**src/mdcr_pkg.sv**
```systemverilog
// Shared constants, register codes and widths for the mic DC-block, clip and RMS block.
// Used by the top level and its port checker; no dependencies.
`default_nettype none

package mdcr_pkg;

   localparam int FRAME_SAMPLES = 960;
   localparam int MAX_BLOCK     = 512;

   localparam int FP_W   = $clog2(FRAME_SAMPLES + 1);
   localparam int CNT_W  = $clog2(MAX_BLOCK + 1);
   localparam int SUM_W  = 40;
   localparam int ROOT_W = SUM_W / 2;
   localparam int ITER_W = $clog2(SUM_W + 1);

   localparam logic [SUM_W-1:0] SUM_MAX = {SUM_W{1'b1}};

   // floor(m/100) = (m * RECIP_K) >> RECIP_SHIFT, exact for m < 2^32
   localparam logic [31:0] RECIP_K     = 32'd1374389535;
   localparam int          RECIP_SHIFT = 37;
   localparam logic [31:0] POLE_NUM    = 32'd97;

   localparam int REQ_DATA_W = 32;
   localparam int RSP_DATA_W = 48;
   localparam int RSP_USER_W = 2;
   localparam int CSR_AW     = 4;
   localparam int CSR_DW     = 32;

   localparam logic [1:0] REG_GAIN      = 2'd0;
   localparam logic [1:0] REG_THRESHOLD = 2'd1;
   localparam logic [1:0] REG_ENABLE    = 2'd2;

   localparam logic [3:0]  GAIN_RESET      = 4'd2;
   localparam logic [14:0] THRESHOLD_RESET = 15'd24000;

endpackage

`default_nettype wire

```
**src/mic_dc_block_clip_rms.sv**
```systemverilog
// Mic cleanup: DC-blocking high-pass, RMS level meter and soft-clipped stream shaper.
// Depends on mdcr_pkg; one shared 32x32 multiplier plus an iterative divide/root unit.
//
// Usage:
//   req_* stream: one beat per left-slot I2S word; req_tlast marks the last sample of an
//   RMS block. rsp_* stream: exactly one beat per input beat carrying the clean sample,
//   the stream sample, the block level, and flags; rsp_tlast marks the end of a stream
//   frame of FRAME_SAMPLES streamed samples.
//   csr_* port: APB-style, gain at 0x0, clip threshold at 0x4, stream enable at 0x8.
//   Writing the enable register restarts the frame position.
// Timing:
//   A sample runs through a sequencer that reuses one multiplier for the pole product,
//   the divide-by-100 reciprocal, the square and the gain, then clips. On a block
//   end a restoring divide (sum/count) and a digit-serial square root follow before
//   the beat is sent. req_tready is high only while waiting for a new beat.
//   The result sits in an output register, so a new beat is taken while it waits;
//   a stalled receiver holds the block in its final step until the register frees.
// Reset: synchronous; clears filter, energy and frame state and loads register defaults.
`default_nettype none

module mic_dc_block_clip_rms
   import mdcr_pkg::*;
(
   input  wire logic                  clock,
   input  wire logic                  reset,
   input  wire logic                  req_tvalid,
   output logic                       req_tready,
   input  wire logic [REQ_DATA_W-1:0] req_tdata,   // [31:0] slot_word
   input  wire logic                  req_tlast,   // block_last
   output logic                       rsp_tvalid,
   input  wire logic                  rsp_tready,
   output logic [RSP_DATA_W-1:0]      rsp_tdata,   // [15:0] clean_sample, [31:16] stream_sample,
                                                   // [47:32] rms_level
   output logic [RSP_USER_W-1:0]      rsp_tuser,   // [0] stream_valid, [1] level_valid
   output logic                       rsp_tlast,   // frame_last
   input  wire logic                  csr_psel,
   input  wire logic                  csr_penable,
   input  wire logic                  csr_pwrite,
   input  wire logic [CSR_AW-1:0]     csr_paddr,
   input  wire logic [CSR_DW-1:0]     csr_pwdata,
   output logic [CSR_DW-1:0]          csr_prdata,
   output logic                       csr_pready
);

   typedef enum logic [3:0] {
      ST_IDLE, ST_P97, ST_PDIV, ST_FILT, ST_SQ, ST_GAIN, ST_CLIP, ST_DIV, ST_SQRT, ST_DONE
   } state_type;

   state_type state_ff, state_in;

   logic [3:0]        gain_ff, gain_in;
   logic [14:0]       thresh_ff, thresh_in;
   logic              enable_ff, enable_in;
   logic [FP_W-1:0]   fp_ff, fp_in;

   logic signed [15:0] x_ff, x_in;
   logic               last_ff, last_in;
   logic signed [15:0] prev_in_ff, prev_in_in;
   logic signed [23:0] prev_out_ff, prev_out_in;
   logic [SUM_W-1:0]   energy_ff, energy_in;
   logic [CNT_W-1:0]   count_ff, count_in;

   logic signed [15:0] v_ff, v_in;
   logic signed [15:0] stream_ff, stream_in;
   logic               sv_ff, sv_in;
   logic               fl_ff, fl_in;
   logic               lvl_ff, lvl_in;

   logic [63:0]        prod_ff, prod_in;
   logic [31:0]        mul_a, mul_b;

   logic [SUM_W-1:0]   div_ff, div_in;
   logic [CNT_W-1:0]   den_ff, den_in;
   logic [CNT_W-1:0]   rem_ff, rem_in;
   logic [ROOT_W+1:0]  rsq_ff, rsq_in;
   logic [ROOT_W-1:0]  root_ff, root_in;
   logic [ITER_W-1:0]  iter_ff, iter_in;

   logic               rsp_valid_ff, rsp_valid_in;
   logic [RSP_DATA_W-1:0] rsp_data_ff, rsp_data_in;
   logic [RSP_USER_W-1:0] rsp_user_ff, rsp_user_in;
   logic               rsp_last_ff, rsp_last_in;

   // datapath helpers
   logic               psign;
   logic [23:0]        pmag;
   logic [23:0]        quot;
   logic signed [24:0] qterm;
   logic signed [24:0] y_wide;
   logic signed [23:0] y;
   logic [16:0]        vmag;
   logic [SUM_W:0]     sum_wide;
   logic [SUM_W-1:0]   sum_sat;
   logic [CNT_W-1:0]   count_next;
   logic               blk_end;
   logic [19:0]        amag;
   logic [19:0]        clip_mag;
   logic [CNT_W:0]     div_sh;
   logic [ROOT_W+3:0]  sq_sh;
   logic [ROOT_W+3:0]  sq_trial;
   logic               csr_wr;
   logic [1:0]         csr_idx;

   assign psign    = prev_out_ff[23];
   assign pmag     = psign ? 24'(-prev_out_ff) : 24'(prev_out_ff);
   assign quot     = prod_ff[RECIP_SHIFT+23:RECIP_SHIFT];
   assign qterm    = psign ? -$signed({1'b0, quot}) : $signed({1'b0, quot});
   assign y_wide   = $signed({{9{x_ff[15]}}, x_ff}) - $signed({{9{prev_in_ff[15]}}, prev_in_ff})
                     + qterm;
   assign y        = y_wide[23:0];
   assign vmag     = v_ff[15] ? 17'(-$signed({v_ff[15], v_ff})) : {1'b0, v_ff};
   assign sum_wide = {1'b0, energy_ff} + {{(SUM_W-30){1'b0}}, prod_ff[30:0]};
   assign sum_sat  = sum_wide[SUM_W] ? SUM_MAX : sum_wide[SUM_W-1:0];
   assign count_next = count_ff + 1'b1;
   assign blk_end  = last_ff || (count_next >= CNT_W'(MAX_BLOCK));
   assign amag     = prod_ff[19:0];
   assign clip_mag = (amag > {5'd0, thresh_ff})
                     ? {5'd0, thresh_ff} + ((amag - {5'd0, thresh_ff}) >> 2) : amag;
   assign div_sh   = {rem_ff, div_ff[SUM_W-1]};
   assign sq_sh    = {rsq_ff, div_ff[SUM_W-1:SUM_W-2]};
   assign sq_trial = {2'b00, root_ff, 2'b01};
   assign csr_wr   = csr_psel && csr_penable && csr_pwrite && csr_pready;
   assign csr_idx  = csr_paddr[3:2];

   assign prod_in  = mul_a * mul_b;

   always_comb begin
      state_in     = state_ff;
      gain_in      = gain_ff;
      thresh_in    = thresh_ff;
      enable_in    = enable_ff;
      fp_in        = fp_ff;
      x_in         = x_ff;
      last_in      = last_ff;
      prev_in_in   = prev_in_ff;
      prev_out_in  = prev_out_ff;
      energy_in    = energy_ff;
      count_in     = count_ff;
      v_in         = v_ff;
      stream_in    = stream_ff;
      sv_in        = sv_ff;
      fl_in        = fl_ff;
      lvl_in       = lvl_ff;
      div_in       = div_ff;
      den_in       = den_ff;
      rem_in       = rem_ff;
      rsq_in       = rsq_ff;
      root_in      = root_ff;
      iter_in      = iter_ff;
      rsp_valid_in = rsp_valid_ff;
      rsp_data_in  = rsp_data_ff;
      rsp_user_in  = rsp_user_ff;
      rsp_last_in  = rsp_last_ff;
      mul_a        = '0;
      mul_b        = '0;

      if (rsp_valid_ff && rsp_tready) begin
         rsp_valid_in = 1'b0;
      end

      case (state_ff)
         ST_IDLE: begin
            if (req_tvalid) begin
               x_in     = req_tdata[31:16];
               last_in  = req_tlast;
               state_in = ST_P97;
            end
         end
         ST_P97: begin
            mul_a    = {8'd0, pmag};
            mul_b    = POLE_NUM;
            state_in = ST_PDIV;
         end
         ST_PDIV: begin
            mul_a    = {2'd0, prod_ff[29:0]};
            mul_b    = RECIP_K;
            state_in = ST_FILT;
         end
         ST_FILT: begin
            prev_in_in  = x_ff;
            prev_out_in = y;
            if (y > 24'sd32767) begin
               v_in = 16'sh7FFF;
            end else if (y < -24'sd32768) begin
               v_in = 16'sh8000;
            end else begin
               v_in = y[15:0];
            end
            state_in = ST_SQ;
         end
         ST_SQ: begin
            mul_a    = {15'd0, vmag};
            mul_b    = {15'd0, vmag};
            state_in = ST_GAIN;
         end
         ST_GAIN: begin
            mul_a = {15'd0, vmag};
            mul_b = {28'd0, gain_ff};
            if (blk_end) begin
               div_in    = sum_sat;
               den_in    = count_next;
               energy_in = '0;
               count_in  = '0;
               lvl_in    = 1'b1;
            end else begin
               energy_in = sum_sat;
               count_in  = count_next;
               lvl_in    = 1'b0;
            end
            state_in = ST_CLIP;
         end
         ST_CLIP: begin
            sv_in     = enable_ff;
            fl_in     = 1'b0;
            stream_in = '0;
            if (enable_ff) begin
               if (v_ff[15]) begin
                  stream_in = (clip_mag > 20'd32768) ? 16'sh8000 : 16'(-clip_mag);
               end else begin
                  stream_in = (clip_mag > 20'd32767) ? 16'sh7FFF : clip_mag[15:0];
               end
               if ((fp_ff + 1'b1) >= FP_W'(FRAME_SAMPLES)) begin
                  fl_in = 1'b1;
                  fp_in = '0;
               end else begin
                  fp_in = fp_ff + 1'b1;
               end
            end
            iter_in  = ITER_W'(SUM_W - 1);
            rem_in   = '0;
            state_in = lvl_ff ? ST_DIV : ST_DONE;
         end
         ST_DIV: begin
            if (div_sh >= {1'b0, den_ff}) begin
               rem_in = CNT_W'(div_sh - {1'b0, den_ff});
               div_in = {div_ff[SUM_W-2:0], 1'b1};
            end else begin
               rem_in = div_sh[CNT_W-1:0];
               div_in = {div_ff[SUM_W-2:0], 1'b0};
            end
            iter_in = iter_ff - 1'b1;
            if (iter_ff == '0) begin
               iter_in  = ITER_W'(ROOT_W - 1);
               rsq_in   = '0;
               root_in  = '0;
               state_in = ST_SQRT;
            end
         end
         ST_SQRT: begin
            div_in = {div_ff[SUM_W-3:0], 2'b00};
            if (sq_sh >= sq_trial) begin
               rsq_in  = (ROOT_W+2)'(sq_sh - sq_trial);
               root_in = {root_ff[ROOT_W-2:0], 1'b1};
            end else begin
               rsq_in  = sq_sh[ROOT_W+1:0];
               root_in = {root_ff[ROOT_W-2:0], 1'b0};
            end
            iter_in = iter_ff - 1'b1;
            if (iter_ff == '0) begin
               state_in = ST_DONE;
            end
         end
         ST_DONE: begin
            if (!rsp_valid_ff || rsp_tready) begin
               rsp_valid_in = 1'b1;
               rsp_data_in  = {lvl_ff ? root_ff[15:0] : 16'd0, stream_ff, v_ff};
               rsp_user_in  = {lvl_ff, sv_ff};
               rsp_last_in  = fl_ff;
               state_in     = ST_IDLE;
            end
         end
         default: begin
            state_in = ST_IDLE;
         end
      endcase

      if (csr_wr) begin
         case (csr_idx)
            REG_GAIN:      gain_in   = csr_pwdata[3:0];
            REG_THRESHOLD: thresh_in = csr_pwdata[14:0];
            REG_ENABLE: begin
               enable_in = csr_pwdata[0];
               fp_in     = '0;
            end
            default: ;
         endcase
      end
   end

   always_ff @(posedge clock) begin
      if (reset) begin
         state_ff     <= ST_IDLE;
         gain_ff      <= GAIN_RESET;
         thresh_ff    <= THRESHOLD_RESET;
         enable_ff    <= 1'b0;
         fp_ff        <= '0;
         prev_in_ff   <= '0;
         prev_out_ff  <= '0;
         energy_ff    <= '0;
         count_ff     <= '0;
         rsp_valid_ff <= 1'b0;
      end else begin
         state_ff     <= state_in;
         gain_ff      <= gain_in;
         thresh_ff    <= thresh_in;
         enable_ff    <= enable_in;
         fp_ff        <= fp_in;
         prev_in_ff   <= prev_in_in;
         prev_out_ff  <= prev_out_in;
         energy_ff    <= energy_in;
         count_ff     <= count_in;
         rsp_valid_ff <= rsp_valid_in;
      end
      x_ff        <= x_in;
      last_ff     <= last_in;
      v_ff        <= v_in;
      stream_ff   <= stream_in;
      sv_ff       <= sv_in;
      fl_ff       <= fl_in;
      lvl_ff      <= lvl_in;
      prod_ff     <= prod_in;
      div_ff      <= div_in;
      den_ff      <= den_in;
      rem_ff      <= rem_in;
      rsq_ff      <= rsq_in;
      root_ff     <= root_in;
      iter_ff     <= iter_in;
      rsp_data_ff <= rsp_data_in;
      rsp_user_ff <= rsp_user_in;
      rsp_last_ff <= rsp_last_in;
   end

   always_comb begin
      case (csr_idx)
         REG_GAIN:      csr_prdata = {28'd0, gain_ff};
         REG_THRESHOLD: csr_prdata = {17'd0, thresh_ff};
         REG_ENABLE:    csr_prdata = {31'd0, enable_ff};
         default:       csr_prdata = '0;
      endcase
   end

   assign req_tready = (state_ff == ST_IDLE);
   assign rsp_tvalid = rsp_valid_ff;
   assign rsp_tdata  = rsp_data_ff;
   assign rsp_tuser  = rsp_user_ff;
   assign rsp_tlast  = rsp_last_ff;
   assign csr_pready = 1'b1;

endmodule

`default_nettype wire

```
**config.mk**
```make
export PLATFORM = sky130hd
export DESIGN_NAME = mic_dc_block_clip_rms
export DESIGN_NICKNAME = d
export VERILOG_FILES = /design/src/mdcr_pkg.sv /design/src/mic_dc_block_clip_rms.sv
export SDC_FILE = /design/constraint.sdc
export NUM_CORES = 2
export LEC_CHECK = 0
export BUFFER_PORTS_ARGS = -buffer_cell sky130_fd_sc_hd__buf_2
export CORE_ASPECT_RATIO = 1.25
export CORE_MARGIN = 2
export CORE_UTILIZATION = 54
export DETAILED_ROUTE_END_ITERATION = 16
export PLACE_DENSITY = 0.69
export RECOVER_POWER = 100
export SLEW_MARGIN = 25
export SYNTH_ARGS = -nofsm -noshare
export SYNTH_HDL_FRONTEND = slang
export SYNTH_SLANG_ARGS = --single-unit
```
**constraint.sdc**
```tcl
create_clock -name clock -period 10.57 [get_ports clock]
set_input_delay 1.057 -clock clock [delete_from_list [all_inputs] [get_ports clock]]
set_output_delay 1.057 -clock clock [all_outputs]
set_load 0.005 [all_outputs]
```
-- Word level (Yosys, flattened, before mapping)
Cells that the tools add are included.
- $add $sub $neg: 14
- $mul: 1
- magnitude comparators: 9
- equality and inequality tests: 16
- mux-type cells: 43
- reduce and logical (&&, ||, !) cells: 23
- operator list (kind ; count):
    31-bit one-hot mux with 4 select lines ; 1
    40-bit two-way mux ; 3
    40-bit one-hot mux with 3 select lines ; 1
    30-bit one-hot mux with 3 select lines ; 1
    10-bit two-way mux ; 7
    16-bit two-way mux ; 4
    30-bit by 31-bit multiplier with 61-bit output ; 1
    24-bit two-way mux ; 2
    24-bit negator ; 2
    15-bit one-hot mux with 3 select lines ; 1
    22-bit two-way mux ; 2
    22-bit one-hot mux with 2 select lines ; 1
    40-bit by 31-bit adder with 41-bit output ; 1
    20-bit two-way mux ; 2
    20-bit one-hot mux with 2 select lines ; 1
    4-bit one-hot mux with 10 select lines ; 1
    17-bit by 24-bit adder with 24-bit output ; 1
    24-bit by 22-bit >= comparator with 1-bit output ; 1
    24-bit by 16-bit greater-than comparator with 1-bit output (second input constant) ; 1
    24-bit by 16-bit less-than comparator with 1-bit output (second input constant) ; 1
    22-bit subtractor ; 1
    10-bit by 1-bit adder with 10-bit output (second input constant) ; 2
    10-bit >= comparator (second input constant) ; 2
    20-bit by 15-bit greater-than comparator with 1-bit output ; 1
    34 further kinds ; 65
- register bits after elaboration: 397
- input bits: 76
- output and inout bits: 86
- word-level logic and storage cells: 134

-- Depth between registers and ports, before layout
- word-level depth: 7
- depth in mapped cells: 38
- depth with buffers taken out: 36

-- Worst setup path after synthesis
No wires, ideal clock.
- kind: flip-flop to flip-flop
- start: register prev_out_ff[6]
- end: register prod_ff[58]
- library setup time: 0.072 ns
- data arrival time: 8.828 ns
- required time: 10.498 ns
- path slack: 1.671 ns
- stages on the path, launching flop included: 30
- buffers on the path: 1
- clock period less this slack: 8.899 ns
- cell sequence: dfxtp_1 > or4_1 > or3_1 > or4_1 > o41ai_1 > xor2_1 > nor2_1 > fa_1 > inv_1 > fa_1 > inv_1 > fa_1 > inv_1 > fa_1 > inv_1 > fa_1 > fa_1 > fa_1 > inv_1 > fa_1 > inv_1 > ha_1 > clkbuf_1 > nand3_1 > a211oi_2 > o21ai_1 > o41ai_2 > a41oi_1 > o41ai_2 > xor2_1
- longest elaborated chain between the ends: 4
- RTL lines (item ; RTL line ; text):
    start, declared ; mic_dc_block_clip_rms.sv:59 ; logic signed [23:0] prev_out_ff, prev_out_in;
    start signal, assigned ; mic_dc_block_clip_rms.sv:309 ; prev_out_ff <= prev_out_in;
    24-bit negator ; mic_dc_block_clip_rms.sv:105 ; assign pmag = psign ? 24'(-prev_out_ff) : 24'(prev_out_ff);
    24-bit two-way mux (*) ; mic_dc_block_clip_rms.sv:105 ;
    30-bit one-hot mux with 3 select lines (*) ; mic_dc_block_clip_rms.sv:161 ; case (state_ff)
    30-bit by 31-bit multiplier with 61-bit output (*) ; mic_dc_block_clip_rms.sv:125 ; assign prod_in = mul_a * mul_b;
    net prod_in[58] ; mic_dc_block_clip_rms.sv:69 ; logic [63:0] prod_ff, prod_in;
    end signal, assigned ; mic_dc_block_clip_rms.sv:321 ; prod_ff <= prod_in;
    end, declared ; mic_dc_block_clip_rms.sv:69 ;
The timed path passes the listed nets; every way through them passes the cells marked *.
A chain may end at the register's enable or synchronous reset.

-- Worst setup path after layout
Same ends and word-level chain as after synthesis.

==> metrics.txt <==
result of the run finished with violations; violations in the final reports max-capacitance violations, max-slew violations; critical register-to-register path startpoint prev_out_ff[6]; Max Freq between 90 and 100 MHz; 1st-pass router iterations 6; Post-synth top flop edfxtp_1; pin count of the biggest net entering global routing 80; vias per cell around 5.6; post-CTS setup-driven buffer insertion count 0; CTS tree done; destination of the worst register-to-register timing path prod_ff[58]; synthesized flop and latch total between 300 and 400; Tmin final roughly 10 ns; CP Capture Type flop; height of the die 334.0 microns; largest voltage drop on the vdd net ~0.00063 V; number of buffers between clock root and the deepest sink 3; maxcap violations 11; Setup TNS 0 ns; layout cell share with drive strength beyond 1 between 5 and 6%; detailed placement HPWL between 100 and 150 mm; power per standard cell area 294.6 nW/um^2; setup ws final between 0.5 and 0.6 ns; later-pin clock latency in the skew report approximately 0.61 ns; number of warning messages in the yosys log 0; die outline area around 89000 sq um; count of hold buffers inserted by post-cts repair 0; antenna-violating nets left 0; top cell family by delay on the critical path adder cells; Min-Delay Path Class flop to flop; portion of the clock cycle consumed by the worst path in the final layout 94.99%; max incr delay on CP 0.87 ns; clock transition time at the flip-flop clock pins of the worst setup and hold paths about 0.070 ns; global placer's final weighted congestion between 0.9 and 1; standby leakage power 0.02467 uW; hold-critical path depth 0; synthesized instance count roughly 5100; total wirelength of the detailed-routed design between 100 and 150 mm; minimum setup slack among reg-to-reg paths around 0.53 ns; first-pass GRT wire length ~200 mm; number of cell rows approximately 120; Mapped Area ~47000 sq um; number of enable flip-flop cells after synthesis roughly 210; Critical Setup Path Class flop to flop; clock tree sinks roughly 390; register area share after synthesis between 20% and 30%; count of buffers from port buffering roughly 110; antenna cell count 0; Async S/R FF share, synth 0%; number of global-route vias before repair 37040; area delta synth->final 7.616%; antenna violations before repair 2; startpoint kind of the worst setup timing path flop; cts repair resizes 0; All-Layer GR Usage 29.11%; hold worst-path end rsp_tdata[22]; library cell appearing most often on the critical path fa_1; Hold Crit Start stream_ff[6]; reg2reg path depth 29; Clk Tree Root Cell clkbuf_16; Worst Max-Slew Pin Slew ~4.3 ns; Remaining DRCs 0; Vias ~36000; number of distinct library cell variants in the gate-level netlist after synthesis 106; syn_area_per_cell slightly above 9 sq um; mean routed wirelength per cell 19.60 microns; highest net fanout along the worst path 11; CP Data Required Time 11.09 ns; largest clock skew in the final design between 0.02 and 0.03 ns; GRT overflow 0; pre-CTS worst setup slack about 0.55 ns; CTS H-tree lvls 2; setup repair after global routing missed its margin no; initial core utilization between 50% and 60%; Boundary Pins ~160; Buf+Inv Stages, Crit Path 7; cell at the slowest stage of the critical path o211ai_1; area inside the core boundary roughly 87000 sq um; Final setup violation count 0; Final Hold Viols 0; worst endpoint data arrival time 10.56 ns; Slew Limit Headroom -185.1%; width of the die about 270 microns; DRT iter0 DRCs around 2200; total clock buffers created by CTS 41; max-slew violation total from the final report between 400 and 500; net total in the final layout 6405
==> layer usage <==
metal	GRT usage, %	share of wire [%]
met5	0	0
met4	17.21	7.1
met3	4.506	6.3
met2	50.28	49
met1	34.11	37
==> metrics by stage <==
stage / cells / utilization [%] / hold slack [ns] / power [uW] / area [sq um]
5_1_grt: 6443 / 58.35 / 0.4226 / 16180 / 50620
3_5_place_dp: 6366 / 56.91 / 0.4054 / 13310 / 49370
3_3_place_gp: 6365 / 56.91 / 0.4035 / 13120 / 49360
2_1_floorplan: 5192 / - / 0.4003 / 10190 / 47470
4_1_cts: 6442 / 58.58 / 0.4167 / 14950 / 50820
6_report: 6443 / 58.35 / 0.4160 / 14910 / 50620
==> power by group <==
group	internal, uW	switching (uW)
clock network	884	669
logic	4320	7020
registers	1830	191
total	7030	7880
==> worst max-delay path by stage <==
stage	end	depth (start not counted)	slack, ns	startpoint
4_1_cts	prod_ff[58]	29	0.48	prev_out_ff[6]
5_1_grt	prod_ff[58]	33	0.06	v_ff[3]
3_5_place_dp	prod_ff[58]	29	0.55	prev_out_ff[6]
2_1_floorplan	prod_ff[58]	29	1.67	prev_out_ff[6]
3_3_place_gp	prod_ff[58]	29	0.65	prev_out_ff[6]
6_report	prod_ff[58]	29	0.53	prev_out_ff[6]
==> area by class of cell <==
type	instances	area, sq um
multi-input cells	3641	33050
clock inverters	26	299.0
well taps	1168	1461
flip-flops and latches	391	9940
inverters	974	3656
fillers	7729	36130
clock buffers	50	1144
repair buffers	193	1072
==> cell usage in the layout (no fill, tap or decap), drive strengths merged, types with 39 or more instances in the layout <==
master	netlist	final
a21o	103	103
a21oi	279	279
a22oi	39	39
and2	61	61
buf	49	132
clkbuf	137	111
conb	2	118
dfxtp	180	180
edfxtp	211	211
fa	638	638
ha	449	449
inv	970	975
nand2	357	357
nand3	85	85
nand4	46	46
nor2	404	404
nor3	57	57
o21ai	263	263
xnor2	122	122
xor2	87	87
==> state kept, by name (all words and copies together) (netlist names), 15 cells and up <==
register	cells
rsp_tdata	48
thresh_ff	15
root_ff	20
v_ff	16
stream_ff	16
energy_ff	40
div_ff	40
prev_out_ff	24
x_ff	16
rsq_ff	22
prev_in_ff	16
prod_ff	55
==> logic make-up (layout without fill, tap and decap cells) <==
group	count (synthesis)	after routing	synth area share, %
adders and majority gates	1087	1087	39.10
xor gates and xnor gates	210	210	3.979
AOI/OAI and AO/OA	984	984	13.57
buffers and inverters	1160	1243	9.533
and+or+nand+nor	1211	1211	11.99
DFF	391	391	21.13
muxes	31	31	0.6836
other	2	118	0.01597
==> Yosys cell counts, types with 32 or more instances <==
master | instances | area share, %
dfxtp_1 | 180 | 7.7
nand3_1 | 85 | 0.90
a22oi_1 | 39 | 0.62
xnor2_1 | 121 | 2.3
ha_1 | 449 | 12
and2_1 | 59 | 0.78
o21a_1 | 35 | 0.56
or3_1 | 32 | 0.43
edfxtp_1 | 211 | 13
fa_1 | 638 | 27
o21ai_0 | 228 | 2.4
xor2_1 | 87 | 1.6
a21o_1 | 103 | 1.6
nor2_1 | 404 | 3.2
nor3_1 | 56 | 0.60
a21oi_1 | 278 | 3.0
inv_1 | 969 | 7.7
nand4_1 | 46 | 0.61
clkbuf_1 | 135 | 1.1
nand2_1 | 356 | 2.8
(Power assumes the default switching activity.)
